===== config.mk =====
export PLATFORM = sky130hd
export DESIGN_NAME = dns_query_parser
export DESIGN_NICKNAME = d
export VERILOG_FILES = /design/src/hw/rtl/dqp_pkg.sv /design/src/hw/rtl/dqp_in_reg.sv /design/src/hw/rtl/dqp_parse.sv /design/src/hw/rtl/dqp_out_reg.sv /design/src/hw/rtl/dns_query_parser.sv
export SDC_FILE = /design/constraint.sdc
export NUM_CORES = 1
export LEC_CHECK = 0
export ABC_AREA = 1
export BUFFER_PORTS_ARGS = -buffer_cell sky130_fd_sc_hd__clkbuf_2
export CAP_MARGIN = 20
export CORE_MARGIN = 1
export CORE_UTILIZATION = 59
export DETAILED_ROUTE_END_ITERATION = 8
export GPL_TIMING_DRIVEN = 1
export PLACE_DENSITY = 0.81
export SYNTH_ARGS = -nofsm -noshare
export SYNTH_HDL_FRONTEND = slang
export SYNTH_SLANG_ARGS = --single-unit

===== constraint.sdc =====
create_clock -name clk -period 4.1 [get_ports clk]
set_clock_uncertainty 0.05 [all_clocks]
set_input_delay 0.615 -clock clk [delete_from_list [all_inputs] [get_ports clk]]
set_output_delay 0.615 -clock clk [all_outputs]
set_load 0.03 [all_outputs]

===== src/hw/rtl/dqp_pkg.sv =====
// dqp_pkg: shared types and constants for the dns query parser
// parse phases, status codes, width constants, item structs
// no dependencies
package dqp_pkg;

    localparam int MAX_NAME_LEN = 255;
    localparam int HEADER_BYTES = 12;
    localparam int NAME_LEN_W   = $clog2(MAX_NAME_LEN + 1);
    localparam int MAX_LABEL    = 63;

    localparam int OUT_FIELD_W = 8 + 16 + 16 + 1 + 3;
    localparam int OUT_TDATA_W = ((OUT_FIELD_W + 7) / 8) * 8;

    localparam logic [2:0] PH_HEADER = 3'd0;
    localparam logic [2:0] PH_LEN    = 3'd1;
    localparam logic [2:0] PH_LABEL  = 3'd2;
    localparam logic [2:0] PH_TYPE   = 3'd3;
    localparam logic [2:0] PH_DONE   = 3'd4;

    localparam logic [2:0] ST_OK       = 3'd0;
    localparam logic [2:0] ST_RESPONSE = 3'd1;
    localparam logic [2:0] ST_COUNT    = 3'd2;
    localparam logic [2:0] ST_CLASS    = 3'd3;
    localparam logic [2:0] ST_TRUNC    = 3'd4;
    localparam logic [2:0] ST_LONG     = 3'd5;

    localparam logic ITEM_CHAR    = 1'b0;
    localparam logic ITEM_SUMMARY = 1'b1;

    localparam logic [7:0] DOT_CHAR = 8'h2e;

    typedef struct packed {
        logic [7:0] data_byte;
        logic       last_byte;
    } dqp_in_t;

    typedef struct packed {
        logic        item_kind;
        logic [7:0]  name_char;
        logic [15:0] query_id;
        logic [15:0] query_type;
        logic        recursion_wanted;
        logic [2:0]  status;
    } dqp_result_t;

endpackage


===== src/hw/rtl/dqp_in_reg.sv =====
// dqp_in_reg: input register for the packet byte stream
// depends on dqp_pkg
module dqp_in_reg (
    input  logic             clk,
    input  logic             rst_n,
    input  logic             s_axis_tvalid,
    output logic             s_axis_tready,
    input  logic [7:0]       s_axis_tdata,  // data_byte
    input  logic             s_axis_tlast,
    input  logic             take,
    output logic             in_valid,
    output dqp_pkg::dqp_in_t in_item
);
    import dqp_pkg::*;

    logic    valid_reg;
    logic    valid_next;
    dqp_in_t item_reg;

    assign s_axis_tready = !valid_reg || take;
    assign in_valid      = valid_reg;
    assign in_item       = item_reg;

    always_comb
    begin
        valid_next = valid_reg;
        if (s_axis_tvalid && s_axis_tready)
        begin
            valid_next = 1'b1;
        end
        else if (take)
        begin
            valid_next = 1'b0;
        end
    end

    always_ff @(posedge clk or negedge rst_n)
    begin
        if (!rst_n)
        begin
            valid_reg <= 1'b0;
        end
        else
        begin
            valid_reg <= valid_next;
        end
    end

    always_ff @(posedge clk)
    begin
        if (s_axis_tvalid && s_axis_tready)
        begin
            item_reg.data_byte <= s_axis_tdata;
            item_reg.last_byte <= s_axis_tlast;
        end
    end

endmodule


===== src/hw/rtl/dqp_parse.sv =====
// dqp_parse: per-byte parse state and result logic
// header fields, label to dotted text, type and class, summary status
// depends on dqp_pkg
module dqp_parse (
    input  logic                 clk,
    input  logic                 rst_n,
    input  logic                 en,
    input  dqp_pkg::dqp_in_t     in_item,
    output logic                 res_valid,
    output dqp_pkg::dqp_result_t res
);
    import dqp_pkg::*;

    logic [2:0]            phase_reg, phase_next;
    logic [3:0]            pos_reg, pos_next;
    logic [5:0]            label_rem_reg, label_rem_next;
    logic                  first_label_reg, first_label_next;
    logic [NAME_LEN_W-1:0] name_len_reg, name_len_next;
    logic [7:0]            class_hi_reg, class_hi_next;
    logic [15:0]           id_reg, id_next;
    logic [15:0]           flags_reg, flags_next;
    logic [15:0]           cnt_type_reg, cnt_type_next;

    logic       sum;
    logic       chr;
    logic [2:0] status;
    logic [15:0] qtype;
    logic [7:0] c;
    logic [7:0] b;
    logic       name_full;

    assign b         = in_item.data_byte;
    assign name_full = name_len_reg >= NAME_LEN_W'(MAX_NAME_LEN);

    always_comb
    begin
        phase_next       = phase_reg;
        pos_next         = pos_reg;
        label_rem_next   = label_rem_reg;
        first_label_next = first_label_reg;
        name_len_next    = name_len_reg;
        class_hi_next    = class_hi_reg;
        id_next          = id_reg;
        flags_next       = flags_reg;
        cnt_type_next    = cnt_type_reg;
        sum    = 1'b0;
        chr    = 1'b0;
        status = ST_OK;
        qtype  = 16'd0;
        c      = 8'd0;

        case (phase_reg)
            PH_HEADER:
            begin
                if (pos_reg < 4'd2)
                begin
                    id_next = {id_reg[7:0], b};
                end
                else if (pos_reg < 4'd4)
                begin
                    flags_next = {flags_reg[7:0], b};
                end
                else if (pos_reg < 4'd6)
                begin
                    cnt_type_next = {cnt_type_reg[7:0], b};
                end
                if (pos_reg == 4'd3 && flags_next[15])
                begin
                    sum    = 1'b1;
                    status = ST_RESPONSE;
                end
                else if (pos_reg == 4'd5 && cnt_type_next != 16'd1)
                begin
                    sum    = 1'b1;
                    status = ST_COUNT;
                end
                pos_next = pos_reg + 4'd1;
                if (pos_next >= 4'(HEADER_BYTES))
                begin
                    phase_next = PH_LEN;
                    pos_next   = 4'd0;
                end
            end
            PH_LEN:
            begin
                if (b == 8'd0)
                begin
                    phase_next    = PH_TYPE;
                    pos_next      = 4'd0;
                    cnt_type_next = 16'd0;
                end
                else if (b > 8'(MAX_LABEL))
                begin
                    sum    = 1'b1;
                    status = ST_LONG;
                end
                else
                begin
                    label_rem_next = b[5:0];
                    if (!first_label_reg)
                    begin
                        if (name_full)
                        begin
                            sum    = 1'b1;
                            status = ST_LONG;
                        end
                        else
                        begin
                            chr           = 1'b1;
                            c             = DOT_CHAR;
                            name_len_next = name_len_reg + 1'b1;
                        end
                    end
                    first_label_next = 1'b0;
                    phase_next       = PH_LABEL;
                end
            end
            PH_LABEL:
            begin
                if (name_full)
                begin
                    sum    = 1'b1;
                    status = ST_LONG;
                end
                else
                begin
                    chr            = 1'b1;
                    c              = b;
                    name_len_next  = name_len_reg + 1'b1;
                    label_rem_next = label_rem_reg - 6'd1;
                    if (label_rem_next == 6'd0)
                    begin
                        phase_next = PH_LEN;
                    end
                end
            end
            PH_TYPE:
            begin
                if (pos_reg < 4'd2)
                begin
                    cnt_type_next = {cnt_type_reg[7:0], b};
                end
                else if (pos_reg == 4'd2)
                begin
                    class_hi_next = b;
                end
                else
                begin
                    sum    = 1'b1;
                    status = ({class_hi_reg, b} == 16'd1) ? ST_OK : ST_CLASS;
                    qtype  = cnt_type_reg;
                end
                pos_next = pos_reg + 4'd1;
            end
            default:
            begin
            end
        endcase

        // packet ends before the summary
        if (in_item.last_byte && phase_reg != PH_DONE && !sum)
        begin
            sum    = 1'b1;
            chr    = 1'b0;
            status = ST_TRUNC;
            qtype  = 16'd0;
        end

        if (sum)
        begin
            phase_next = PH_DONE;
        end

        res = '0;
        if (sum)
        begin
            res.item_kind        = ITEM_SUMMARY;
            res.query_id         = id_next;
            res.query_type       = qtype;
            res.recursion_wanted = flags_next[8];
            res.status           = status;
        end
        else
        begin
            res.item_kind = ITEM_CHAR;
            res.name_char = c;
        end
        res_valid = en && (sum || chr);

        if (in_item.last_byte)
        begin
            phase_next       = PH_HEADER;
            pos_next         = 4'd0;
            label_rem_next   = 6'd0;
            first_label_next = 1'b1;
            name_len_next    = '0;
            class_hi_next    = 8'd0;
            id_next          = 16'd0;
            flags_next       = 16'd0;
            cnt_type_next    = 16'd0;
        end
    end

    always_ff @(posedge clk or negedge rst_n)
    begin
        if (!rst_n)
        begin
            phase_reg       <= PH_HEADER;
            pos_reg         <= 4'd0;
            label_rem_reg   <= 6'd0;
            first_label_reg <= 1'b1;
            name_len_reg    <= '0;
            class_hi_reg    <= 8'd0;
            id_reg          <= 16'd0;
            flags_reg       <= 16'd0;
            cnt_type_reg    <= 16'd0;
        end
        else if (en)
        begin
            phase_reg       <= phase_next;
            pos_reg         <= pos_next;
            label_rem_reg   <= label_rem_next;
            first_label_reg <= first_label_next;
            name_len_reg    <= name_len_next;
            class_hi_reg    <= class_hi_next;
            id_reg          <= id_next;
            flags_reg       <= flags_next;
            cnt_type_reg    <= cnt_type_next;
        end
    end

endmodule


===== src/hw/rtl/dqp_out_reg.sv =====
// dqp_out_reg: result register driving the output stream
// depends on dqp_pkg
module dqp_out_reg (
    input  logic                          clk,
    input  logic                          rst_n,
    input  logic                          load,
    input  dqp_pkg::dqp_result_t          res,
    output logic                          can_take,
    output logic                          m_axis_tvalid,
    input  logic                          m_axis_tready,
    // name_char, query_id, query_type, recursion_wanted, status, zero pad
    output logic [dqp_pkg::OUT_TDATA_W-1:0] m_axis_tdata,
    output logic                          m_axis_tuser  // item_kind
);
    import dqp_pkg::*;

    logic        valid_reg;
    logic        valid_next;
    dqp_result_t res_reg;

    assign can_take      = !valid_reg || m_axis_tready;
    assign m_axis_tvalid = valid_reg;
    assign m_axis_tuser  = res_reg.item_kind;
    assign m_axis_tdata  = OUT_TDATA_W'({res_reg.status, res_reg.recursion_wanted,
                                         res_reg.query_type, res_reg.query_id,
                                         res_reg.name_char});

    always_comb
    begin
        valid_next = valid_reg;
        if (load)
        begin
            valid_next = 1'b1;
        end
        else if (m_axis_tready)
        begin
            valid_next = 1'b0;
        end
    end

    always_ff @(posedge clk or negedge rst_n)
    begin
        if (!rst_n)
        begin
            valid_reg <= 1'b0;
        end
        else
        begin
            valid_reg <= valid_next;
        end
    end

    always_ff @(posedge clk)
    begin
        if (load)
        begin
            res_reg <= res;
        end
    end

endmodule


===== src/hw/rtl/dns_query_parser.sv =====
// dns_query_parser: top level, input register, parser, result register
// depends on dqp_pkg, dqp_in_reg, dqp_parse, dqp_out_reg
//
// channel   dir  tdata                                        tuser      tlast
// s_axis    in   data_byte                                    -          last_byte
// m_axis    out  name_char query_id query_type rd status      item_kind  -
//
// one packet byte per cycle sustained while m_axis_tready is high; input register
// then result register, the parse logic updates its state once per byte
// reset clears both valid flags and the parse state to the header phase
// a stalled result holds in the result register while the input register
// still takes one byte; s_axis_tready drops only when both are full
module dns_query_parser (
    input  logic                            clk,
    input  logic                            rst_n,
    input  logic                            s_axis_tvalid,
    output logic                            s_axis_tready,
    input  logic [7:0]                      s_axis_tdata,  // data_byte
    input  logic                            s_axis_tlast,
    output logic                            m_axis_tvalid,
    input  logic                            m_axis_tready,
    // name_char, query_id, query_type, recursion_wanted, status, zero pad
    output logic [dqp_pkg::OUT_TDATA_W-1:0] m_axis_tdata,
    output logic                            m_axis_tuser   // item_kind
);
    import dqp_pkg::*;

    logic        in_valid;
    dqp_in_t     in_item;
    logic        can_take;
    logic        take;
    logic        res_valid;
    dqp_result_t res;

    assign take = in_valid && can_take;

    dqp_in_reg u_in_reg (
        .clk           (clk),
        .rst_n         (rst_n),
        .s_axis_tvalid (s_axis_tvalid),
        .s_axis_tready (s_axis_tready),
        .s_axis_tdata  (s_axis_tdata),
        .s_axis_tlast  (s_axis_tlast),
        .take          (take),
        .in_valid      (in_valid),
        .in_item       (in_item)
    );

    dqp_parse u_parse (
        .clk       (clk),
        .rst_n     (rst_n),
        .en        (take),
        .in_item   (in_item),
        .res_valid (res_valid),
        .res       (res)
    );

    dqp_out_reg u_out_reg (
        .clk           (clk),
        .rst_n         (rst_n),
        .load          (res_valid),
        .res           (res),
        .can_take      (can_take),
        .m_axis_tvalid (m_axis_tvalid),
        .m_axis_tready (m_axis_tready),
        .m_axis_tdata  (m_axis_tdata),
        .m_axis_tuser  (m_axis_tuser)
    );

endmodule


Yosys cells after proc, flatten, opt, wreduce, memory -nomap -nowiden
Cells that the tools add are included.
- word-level logic and storage cells: 177
- memories: 0
- flip-flop bits (word level): 128
- input bits: 13
- RAM bits: 0
- latch bits: 0
- output and inout port bits: 51
- ROM bits: 0
- shift operators: 0
- mux-type cells: 85
- magnitude comparators: 6
- bitwise gates (word level): 2
- reductions and logical operators: 37
- add/subtract/negate cells: 3
- div/mod/pow operators: 0
- equality and inequality tests: 22
- $mul: 0
- operators by type and width (operator ; number):
    2-to-1 mux 16 bit ; 15
    2-to-1 mux 8 bit ; 13
    one-hot mux 16 bit (3 select lines) ; 1
    2-to-1 mux 3 bit ; 15
    one-hot mux 8 bit (2 select lines) ; 2
    2-to-1 mux 6 bit ; 5
    2-to-1 mux 1 bit ; 23
    == test 16 x 1 -> 1 bit, second input constant ; 1
    inequality test 16 x 1 -> 1 bit, second input constant ; 1
    AND reduction 4 bit ; 4
    inequality test 3 bit, second input constant ; 5
    nonzero test 2 bit ; 7
    2-to-1 mux 4 bit ; 3
    one-hot mux 3 bit (4 select lines) ; 1
    one-hot mux 4 bit (3 select lines) ; 1
    one-hot mux 6 bit (2 select lines) ; 1
    AND reduction 5 bit ; 2
    one-hot mux 3 bit (3 select lines) ; 1
    adder 8 x 1 -> 8 bit, second input constant ; 1
    == test 4 x 2 -> 1 bit, second input constant ; 2
    >= comparator 8 bit, second input constant ; 1
    > comparator 8 x 6 -> 1 bit, second input constant ; 1
    logical NOT 8 bit ; 1
    < comparator 4 x 3 -> 1 bit, second input constant ; 2
    other kinds (29) ; 46

Logic depth before layout (Yosys ltp)
Gate-level depths: netlist of the first run.
- depth after elaboration: 16
- depth in mapped cells: 16

Modules after synthesis
Synthesis of the first run repeated with hierarchy kept, for this count alone.
- cells, all modules: 684
- area, all modules: 6088.3 µm²
- modules (own cells, without submodules) (module ; times used ; seq. area each (µm²) ; area an instance (µm²) ; cells an instance):
    dqp_parse ; 1 ; 1652.8 ; 4335.4 ; 612
    dqp_out_reg ; 1 ; 1376.3 ; 1430.1 ; 55
    dqp_in_reg ; 1 ; 295.3 ; 315.3 ; 15
    dns_query_parser ; 1 ; 0.0 ; 7.5 ; 2

Worst setup path before layout of the first run
Ideal clock, no wire load.
- path type: reg-to-reg
- start: reg u_parse.pos_reg[1]
- end: reg u_out_reg.res_reg (netlist bit u_out_reg.m_axis_tdata[0]), enable pin
- path slack: 1179 ps
- arrival: 2471 ps
- stages on the path, launching flop included: 16
- setup time: 399 ps
- data required time: 3651 ps
- cell sequence: dfrtp_1 > inv_4 > nand3_4 > buf_6 > o21ai_1 > nor2_1 > nand2_1 > nor2_1 > nand2_1 > nand2_2 > nand3_2 > inv_2 > buf_6 > nand2_1 > nand2_1 > inv_1
- cells in the longest elaborated chain, start to end: 15
- elaborated cells between the ends (all ways): 27
- those cells by class: 3 x order compare; 4 x eq/ne; 14 x mux; 6 x reduce/logical
- ends and longest elaborated chain (item ; line ; text):
    from (decl) ; dqp_parse.sv:15 ; logic [3:0] pos_reg, pos_next;
    from (signal assigned) ; dqp_parse.sv:221 ; pos_reg <= pos_next;
    < comparator 4 x 3 -> 1 bit ; dqp_parse.sv:63 ; else if (pos_reg < 4'd6)
    2-to-1 mux 16 bit ; dqp_parse.sv:63 ;
    2-to-1 mux 16 bit ; dqp_parse.sv:59 ; else if (pos_reg < 4'd4)
    2-to-1 mux 16 bit ; dqp_parse.sv:55 ; if (pos_reg < 4'd2)
    2-to-1 mux 16 bit ; dqp_parse.sv:52 ; case (phase_reg)
    inequality test 16 x 1 -> 1 bit ; dqp_parse.sv:72 ; else if (pos_reg == 4'd5 && cnt_type_next != 16'd1)
    logical AND 1 bit ; dqp_parse.sv:72 ;
    2-to-1 mux 1 bit ; dqp_parse.sv:72 ;
    2-to-1 mux 1 bit ; dqp_parse.sv:67 ; if (pos_reg == 4'd3 && flags_next[15])
    one-hot mux 1 bit (4 select lines) (*) ; dqp_parse.sv:52 ;
    logical NOT 1 bit ; dqp_parse.sv:161 ; if (in_item.last_byte && phase_reg != PH_DONE && !sum)
    logical AND 1 bit ; dqp_parse.sv:161 ;
    2-to-1 mux 1 bit ; dqp_parse.sv:161 ;
    logical OR 1 bit (*) ; dqp_parse.sv:188 ; res_valid = en && (sum || chr);
    logical AND 1 bit (*) ; dqp_parse.sv:188 ;
    via res_valid ; dns_query_parser.sv:32 ; logic res_valid;
    to (signal assigned) ; dqp_out_reg.sv:57 ; res_reg <= res;
    to (decl) ; dqp_out_reg.sv:19 ; dqp_result_t res_reg;
Mark *: on every way through the listed nets, which the timed path passes. The rest lies on a longest branch. The select of a mux whose other input is x is not followed.
A chain may end at the register's enable or synchronous reset.

Final worst setup path of the first run
- start: reg u_in_reg.item_reg (netlist bit u_in_reg.in_item[8])
- end: reg u_out_reg.res_reg (netlist bit u_out_reg.m_axis_tdata[32]), enable pin
- cells in the longest elaborated chain, start to end: 14
- elaborated cells between the ends (all ways): 22
- those cells by class: 1 x order compare; 1 x eq/ne; 14 x mux; 6 x reduce/logical
- ends and longest elaborated chain (item ; line ; text):
    from (decl) ; dqp_in_reg.sv:18 ; dqp_in_t item_reg;
    2-to-1 mux 16 bit ; dqp_parse.sv:63 ;
    2-to-1 mux 16 bit ; dqp_parse.sv:59 ;
    2-to-1 mux 16 bit ; dqp_parse.sv:55 ;
    2-to-1 mux 16 bit ; dqp_parse.sv:52 ;
    inequality test 16 x 1 -> 1 bit ; dqp_parse.sv:72 ;
    logical AND 1 bit ; dqp_parse.sv:72 ;
    2-to-1 mux 1 bit ; dqp_parse.sv:72 ;
    2-to-1 mux 1 bit ; dqp_parse.sv:67 ;
    one-hot mux 1 bit (4 select lines) ; dqp_parse.sv:52 ;
    logical NOT 1 bit ; dqp_parse.sv:161 ;
    logical AND 1 bit ; dqp_parse.sv:161 ;
    2-to-1 mux 1 bit ; dqp_parse.sv:161 ;
    logical OR 1 bit (*) ; dqp_parse.sv:188 ;
    logical AND 1 bit (*) ; dqp_parse.sv:188 ;
    via res_valid ; dns_query_parser.sv:32 ;
Marks and branches as above.

==> results of run 1 <==
## cell type report
class	count	area [um2]
sequential	122	3320
fill	731	2810
multi-input combinational	412	2130
clock buffer	17	414
inverter	99	374
timing repair buffer	65	373
clock inverter	15	174
tap	133	166
## per-stage QoR
| step | total power, mW | util | cells |
|---|---|---|---|
| global route | 5.97 | 0.712 | 863 |
| floorplan | 3.59 | - | 655 |
| detailed placement | 4.10 | 0.649 | 830 |
| CTS | 5.60 | 0.709 | 862 |
| global placement | 4.03 | 0.649 | 830 |
| finish | 5.63 | 0.712 | 863 |
## cells by family (layout without fill, tap and decap cells)
kind of cell	count (synthesis)	in the layout	share of synthesized area
simple gates	274	274	0.207
compound gates	123	123	0.130
flops	122	122	0.558
buf+inv	121	196	0.0849
xor+xnor	6	6	0.00883
fa+ha+maj	5	5	0.0105
other cells	1	4	0.000630
## worst max-delay path by stage
stage	from	endpoint	slack [ns]	depth (start not counted)
3_3_place_gp	u_parse.phase_reg[2]	u_out_reg.m_axis_tdata[25]	1.16	12
6_report	u_in_reg.in_item[8]	u_out_reg.m_axis_tdata[32]	0.85	14
4_1_cts	u_in_reg.in_item[8]	u_out_reg.m_axis_tdata[32]	0.94	14
5_1_grt	u_in_reg.in_item[8]	u_out_reg.m_axis_tdata[25]	0.70	14
2_1_floorplan	u_parse.pos_reg[1]	u_out_reg.m_axis_tdata[0]	1.18	15
3_5_place_dp	u_in_reg.in_item[8]	u_out_reg.m_axis_tdata[25]	1.03	14
## per-layer routing
layer | share of wire | vias up | global-route usage
met3 | 0.081 | 47 | 0.0663
li1 | - | 2321 | -
met1 | 0.40 | 2286 | 0.367
met4 | 0.032 | 0 | 0.134
met2 | 0.48 | 257 | 0.459
met5 | 0 | - | 0
## power by group through the flow
stage	sequential, mW	clock [mW]	combinational (mW)
finish	1.90	1.48	2.25
global route	1.93	1.55	2.49
CTS	1.90	1.49	2.22
detailed placement	1.91	0	2.19
global placement	1.90	0	2.13
floorplan	2.18	0	1.41
## placed cells by master (no fill, tap or decap), drive strengths merged, types with 15 or more instances in the layout
cell type	Yosys	layout
nand3	32	32
edfxtp	54	54
dfrtp	67	67
nor2	67	67
a22oi	15	15
nand2	136	136
clkbuf	10	76
o21ai	45	45
or2	17	17
o22ai	32	32
inv	98	100
## critical path, delay by kind of cell (launching register included)
| family | cells | cell delay, ns |
|---|---|---|
| buf+inv | 4 | 1.02 |
| simple gates | 10 | 1.53 |
| flops | 1 | 0.36 |
==> results.md, run 1 <==
* Status: complete, no violations
* Half-perimeter wire length after detailed placement at 9110 um
* Die H at 102 um
* Crit-path cells: buf_4 > nor2_1 > nand3_1 > nor2_1 > nor2_1 > nand2_1 > nand2_1 > nor2_2 > nand3_2 > inv_2 > nand2_1 > nand2_1 > clkinv_1 > buf_12
* Layout cells sized above 1 at 0.174
* CP Launch Type: flop
* Initial DRC count at 382
* Hold Vio Cnt, Final at 0
* Setup ws final at 0.849 ns
* Routability cong. at 0.965
* Number of global-route vias before repair at 4,580
* Worst-Skew Late Latency at 0.54 ns
* Initial antenna violation count at 0
* Worst hold slack at 0.0367 ns
* Syn Inst Count at 652
* Setup TNS Final at 0 ns
* Switching share of power at 0.414
* Post-synthesis async set-or-reset flop share at 0.557
* WS Path Type: flop to flop
* Area delta synth->final at 16.9%
* # H-tree levels at 4
* Fin crit share at 0.793
* Worst Path Required at 4.32 ns
* P_int at 3.29 mW
* WL final at 13,700 um
* Ys Warns at 0
* Pwr dens at 808 mW/mm2
* Arr. time, crit path at 3.47 ns
* Synth top area cells: dfrtp_1 28%, edfxtp_1 27%, nand2_1 8.3%
* Antenna diodes at 0
* Clk sinks at 122
* Number of max-cap violations at 0
* RR Endpoint: u_out_reg.m_axis_tdata[32]
* TritonCTS clock tree: done
* Routed Antenna Nets at 0
* Commonest cells post-synth: 131 x nand2_1, 93 x inv_1, 67 x dfrtp_1, 62 x nor2_1, 54 x edfxtp_1
* Slew Limit Headroom at 0.276
* Logic pwr share at 0.399
* Largest stage delay on the critical path at 0.36 ns
* Root Buffer: clkbuf_8
* Clock transition at the registers of the reported paths at 0.06 ns
* # DRC at 0
* Port Buffers at 59
* Area of the mapped netlist at 0.00595 mm2
* Routed vias/inst at 5.69
* Clock power share at 0.263
* All-layer global routing usage at 0.285
* Die Wd at 102 um
* Pleak at 3.18 nW
* Post-cts resize count at 0
* CTS buffer count at 17
* I/O pins at 64
* Final min period at 3.25 ns
* Design area at 0.00696 mm2
* Grt ovf at 0
* Pre-Repair DR Iteration Count at 5
* Drt wl/cell at 15.8 um
* Pre-CTS setup slack at 1.03 ns
* Hold Buf Count CTS at 0
* Maximum fanout along the worst path at 39
* Post-DP Area at 0.00634 mm2
* R2r setup slk at 0.85 ns
* CP most frequent cell: nand2_1
* Core outline area at 0.00977 mm2
* Area leader, netlist: dfrtp_1
* Sequential-to-total area share from yosys stat at 0.558
* Worst vdd ir at 0.386 mV
* Max reg flops at 44
* Initial Util at 0.609
* Die area at 0.0105 mm2
* EDFF count, synth at 54
* Setup violations, final at 0
* First-pass GRT wire length at 22,200 um
* # Post-CTS Setup Buffers at 0
* Synth Flop Type: dfrtp_1
* CTS max path bufs at 2
* R2R cell count at 14
* Avg Cell Area, Syn at 9.13 um2
* Hold Path Class: input pin to async pin
* Nets at 735
* Synth top area share at 0.282
* RSZ-0062 raised after global routing: false
* Largest net degree at the start of global routing at 44
* Peak Freq at 308 MHz
* Switching power at 2.33 mW
* Worst setup EP type: flop
* Most frequent cell after synthesis: nand2_1
* Final Max Tran Viols at 0
* CP max stage cell: edfxtp_1
* Yosys cell types at 49
* Flop pwr share at 0.337
* Row count at 36
* Yosys reg bits at 122
* Actual slew at the worst max-slew pin at 1.08 ns
* Vias post-DR at 4,911
* Worst r2r src: u_in_reg.in_item[8]
Power figures use the tool's default switching activity.
==> run 2, diff against run 1 <==
- CORE_UTILIZATION: 59 -> 53
- PLACE_DENSITY: 0.81 -> 0.77
- clock period: 4.1 -> 2.9 ns (I/O delays scaled with it)
==> run 2 against run 1 <==
Effect of this change: die area increased by 11%; design area increased by 0.74%; non-clock buffer count increased by 13; highest routed layer unchanged; maximum frequency increased by 22%; wire length decreased by 0.53%; core utilization decreased by 6.8 points; critical endpoint is now u_out_reg.m_axis_tdata[41].
==> results.md, run 2 (synthesized netlist as in run 1, its figures left out) <==
* Status: complete, no violations (unchanged)
* RR Endpoint: u_out_reg.m_axis_tdata[41] (was u_out_reg.m_axis_tdata[32])
* Setup ws final at 0.240 ns (was 0.849 ns)
* Antenna diodes at 0 (unchanged)
* CTS max path bufs at 2 (unchanged)
* Initial DRC count at 407 (was 382)
* Buf+Inv Stages, Crit Path at 3 (was 4)
* Max reg flops at 44 (unchanged)
* Pre-CTS setup slack at 0.299 ns (was 1.03 ns)
* Critical Path Stages at 8 (was 14)
* Peak Freq at 376 MHz (was 308 MHz)
* Clock transition at the registers of the reported paths at 0.06 ns (about the same)
* Worst r2r src: u_parse.phase_reg[1] (was u_in_reg.in_item[8])
* Most common cell after layout, fill and taps aside: nand2_1 (unchanged)
* WS Path Type: flop to flop (unchanged)
* Slew Limit Headroom at 0.479 (was 0.276)
* Area delta synth->final at 17.8% (was 16.9%)
* Fin crit share at 0.917 (was 0.793)
* Worst vdd ir at 0.522 mV (was 0.386 mV)
* I/O pins at 64 (unchanged)
* Pleak at 3.21 nW (was 3.18 nW)
* Largest stage delay on the critical path at 0.71 ns (was 0.36 ns)
* Routability cong. at 0.961 (was 0.965)
* Setup violations, final at 0 (unchanged)
* Die H at 108 um (was 102 um)
* Switching power at 3.23 mW (was 2.33 mW)
* All-layer global routing usage at 0.257 (was 0.285)
* Clk sinks at 122 (unchanged)
* Final min period at 2.66 ns (was 3.25 ns)
* Vias post-DR at 4,938 (was 4,911)
* Switching share of power at 0.413 (was 0.414)
* Actual slew at the worst max-slew pin at 0.774 ns (was 1.08 ns)
* R2R cell count at 8 (was 14)
* Crit-path cells: inv_1 > nand2_1 > nor4_1 > nor2_1 > nand2_1 > nand2_1 > clkinvlp_4 > buf_12 (was buf_4 > nor2_1 > nand3_1 > nor2_1 > nor2_1 > nand2_1 > nand2_1 > nor2_2 > nand3_2 > inv_2 > nand2_1 > nand2_1 > clkinv_1 > buf_12)
* Arr. time, crit path at 2.81 ns (was 3.47 ns)
* Routed Antenna Nets at 0 (unchanged)
* Worst-Skew Late Latency at 0.52 ns (was 0.54 ns)
* Grt ovf at 0 (unchanged)
* Port Buffers at 59 (unchanged)
* Number of global-route vias before repair at 4,746 (was 4,580)
* Logic pwr share at 0.417 (was 0.399)
* CP Launch Type: flop (unchanged)
* # DRC at 0 (unchanged)
* Post-DP Area at 0.00647 mm2 (was 0.00634 mm2)
* Flop pwr share at 0.337 (about the same)
* Family with the most delay on the worst path: simple AND/OR/NAND/NOR gates (unchanged)
* Pwr dens at 1120 mW/mm2 (was 808 mW/mm2)
* Routed vias/inst at 5.60 (was 5.69)
* First-pass GRT wire length at 22,700 um (was 22,200 um)
* Nets at 748 (was 735)
* Worst Path Required at 3.05 ns (was 4.32 ns)
* Design area at 0.00701 mm2 (was 0.00696 mm2)
* Post-cts resize count at 0 (unchanged)
* RSZ-0062 raised after global routing: false (unchanged)
* Hold Path Class: input pin to flop (was input pin to async pin)
* CTS buffer count at 17 (unchanged)
* Layout cells sized above 1 at 0.183 (was 0.174)
* Crit path from: u_parse.phase_reg[1] (was u_in_reg.in_item[8])
* Setup TNS Final at 0 ns (unchanged)
* Fill cells at 869 (was 731)
* R2r setup slk at 0.24 ns (was 0.85 ns)
* Number of max-cap violations at 0 (unchanged)
* WL final at 13,600 um (was 13,700 um)
* P_int at 4.60 mW (was 3.29 mW)
* # H-tree levels at 4 (unchanged)
* TritonCTS clock tree: done (unchanged)
* Die area at 0.0117 mm2 (was 0.0105 mm2)
* Commonest cells after routing, fill and taps aside: 131 x nand2_1, 92 x inv_1, 67 x dfrtp_1 (unchanged)
* Die Wd at 108 um (was 102 um)
* Root Buffer: clkbuf_8 (unchanged)
* Worst setup EP type: flop (unchanged)
* Drt wl/cell at 15.4 um (was 15.8 um)
* Pre-Repair DR Iteration Count at 5 (unchanged)
* Clock power share at 0.246 (was 0.263)
* CP max stage cell: nor4_1 (was edfxtp_1)
* Final Max Tran Viols at 0 (unchanged)
* Util after Layout at 0.644 (was 0.712)
* Row count at 38 (was 36)
* Largest net degree at the start of global routing at 46 (was 44)
* Initial antenna violation count at 0 (unchanged)
* Half-perimeter wire length after detailed placement at 9240 um (was 9110 um)
* CP most frequent cell: nand2_1 (unchanged)
* Worst hold slack at 0.0406 ns (was 0.0367 ns)
* Maximum fanout along the worst path at 45 (was 39)
* Core outline area at 0.0109 mm2 (was 0.00977 mm2)
* Initial Util at 0.547 (was 0.609)
* Hold Vio Cnt, Final at 0 (unchanged)
* CP Capture Point: u_out_reg.m_axis_tdata[41] (was u_out_reg.m_axis_tdata[32])
run 2: how the worst min path moves through the flow:
| stage | start | endpoint | depth (start not counted) |
|---|---|---|---|
| after detailed placement | u_parse.class_hi_reg[0] | u_parse.class_hi_reg[0] | 2 |
| after CTS | s_axis_tlast | u_in_reg.in_item[0] | 1 |
| after global routing | s_axis_tdata[7] | u_in_reg.in_item[8] | 1 |
| after global placement | u_parse.class_hi_reg[4] | u_parse.class_hi_reg[4] | 2 |
| final | s_axis_tdata[6] | u_in_reg.in_item[7] | 1 |
| after floorplan | rst_n | u_in_reg.in_valid | 0 |
run 2: cell type report:
cell class,instances,area [um2],area share
Timing Repair Buffer,78,465,0.0664
Clock inverter,10,105,0.0150
Sequential cell,122,3320,0.474
Multi-Input combinational cell,412,2130,0.304
Inverter,99,378,0.0539
Tap cell,140,175,0.0250
Clock buffer,21,429,0.0612
run 2: per-stage QoR:
stage | cells | power (mW)
after floorplan | 655 | 5.08
after global placement | 850 | 5.76
after detailed placement | 850 | 5.87
after CTS | 882 | 7.82
after global routing | 882 | 8.32
final | 882 | 7.84
run 2: power by group through the flow:
stage / sequential [mW] / clock (mW) / combinational, mW
after floorplan: 3.07 / 0 / 2.00
after global placement: 2.64 / 0 / 3.11
after detailed placement: 2.67 / 0 / 3.20
after CTS: 2.64 / 1.94 / 3.24
after global routing: 2.68 / 2.03 / 3.61
final: 2.64 / 1.93 / 3.27
run 2: routing by layer:
| layer | track usage | share of wire | vias up |
|---|---|---|---|
| met1 | 0.331 | 0.42 | 2352 |
| met3 | 0.0603 | 0.064 | 30 |
| met4 | 0.110 | 0.022 | 0 |
| met2 | 0.416 | 0.50 | 210 |
| met5 | 0 | 0 | - |
| li1 | - | - | 2346 |
run 2: timing repair:
action                    4_1_cts  5_1_grt
hold endpoints to repair       27        0
hold buffers                    1        0
buffers inserted                0        0
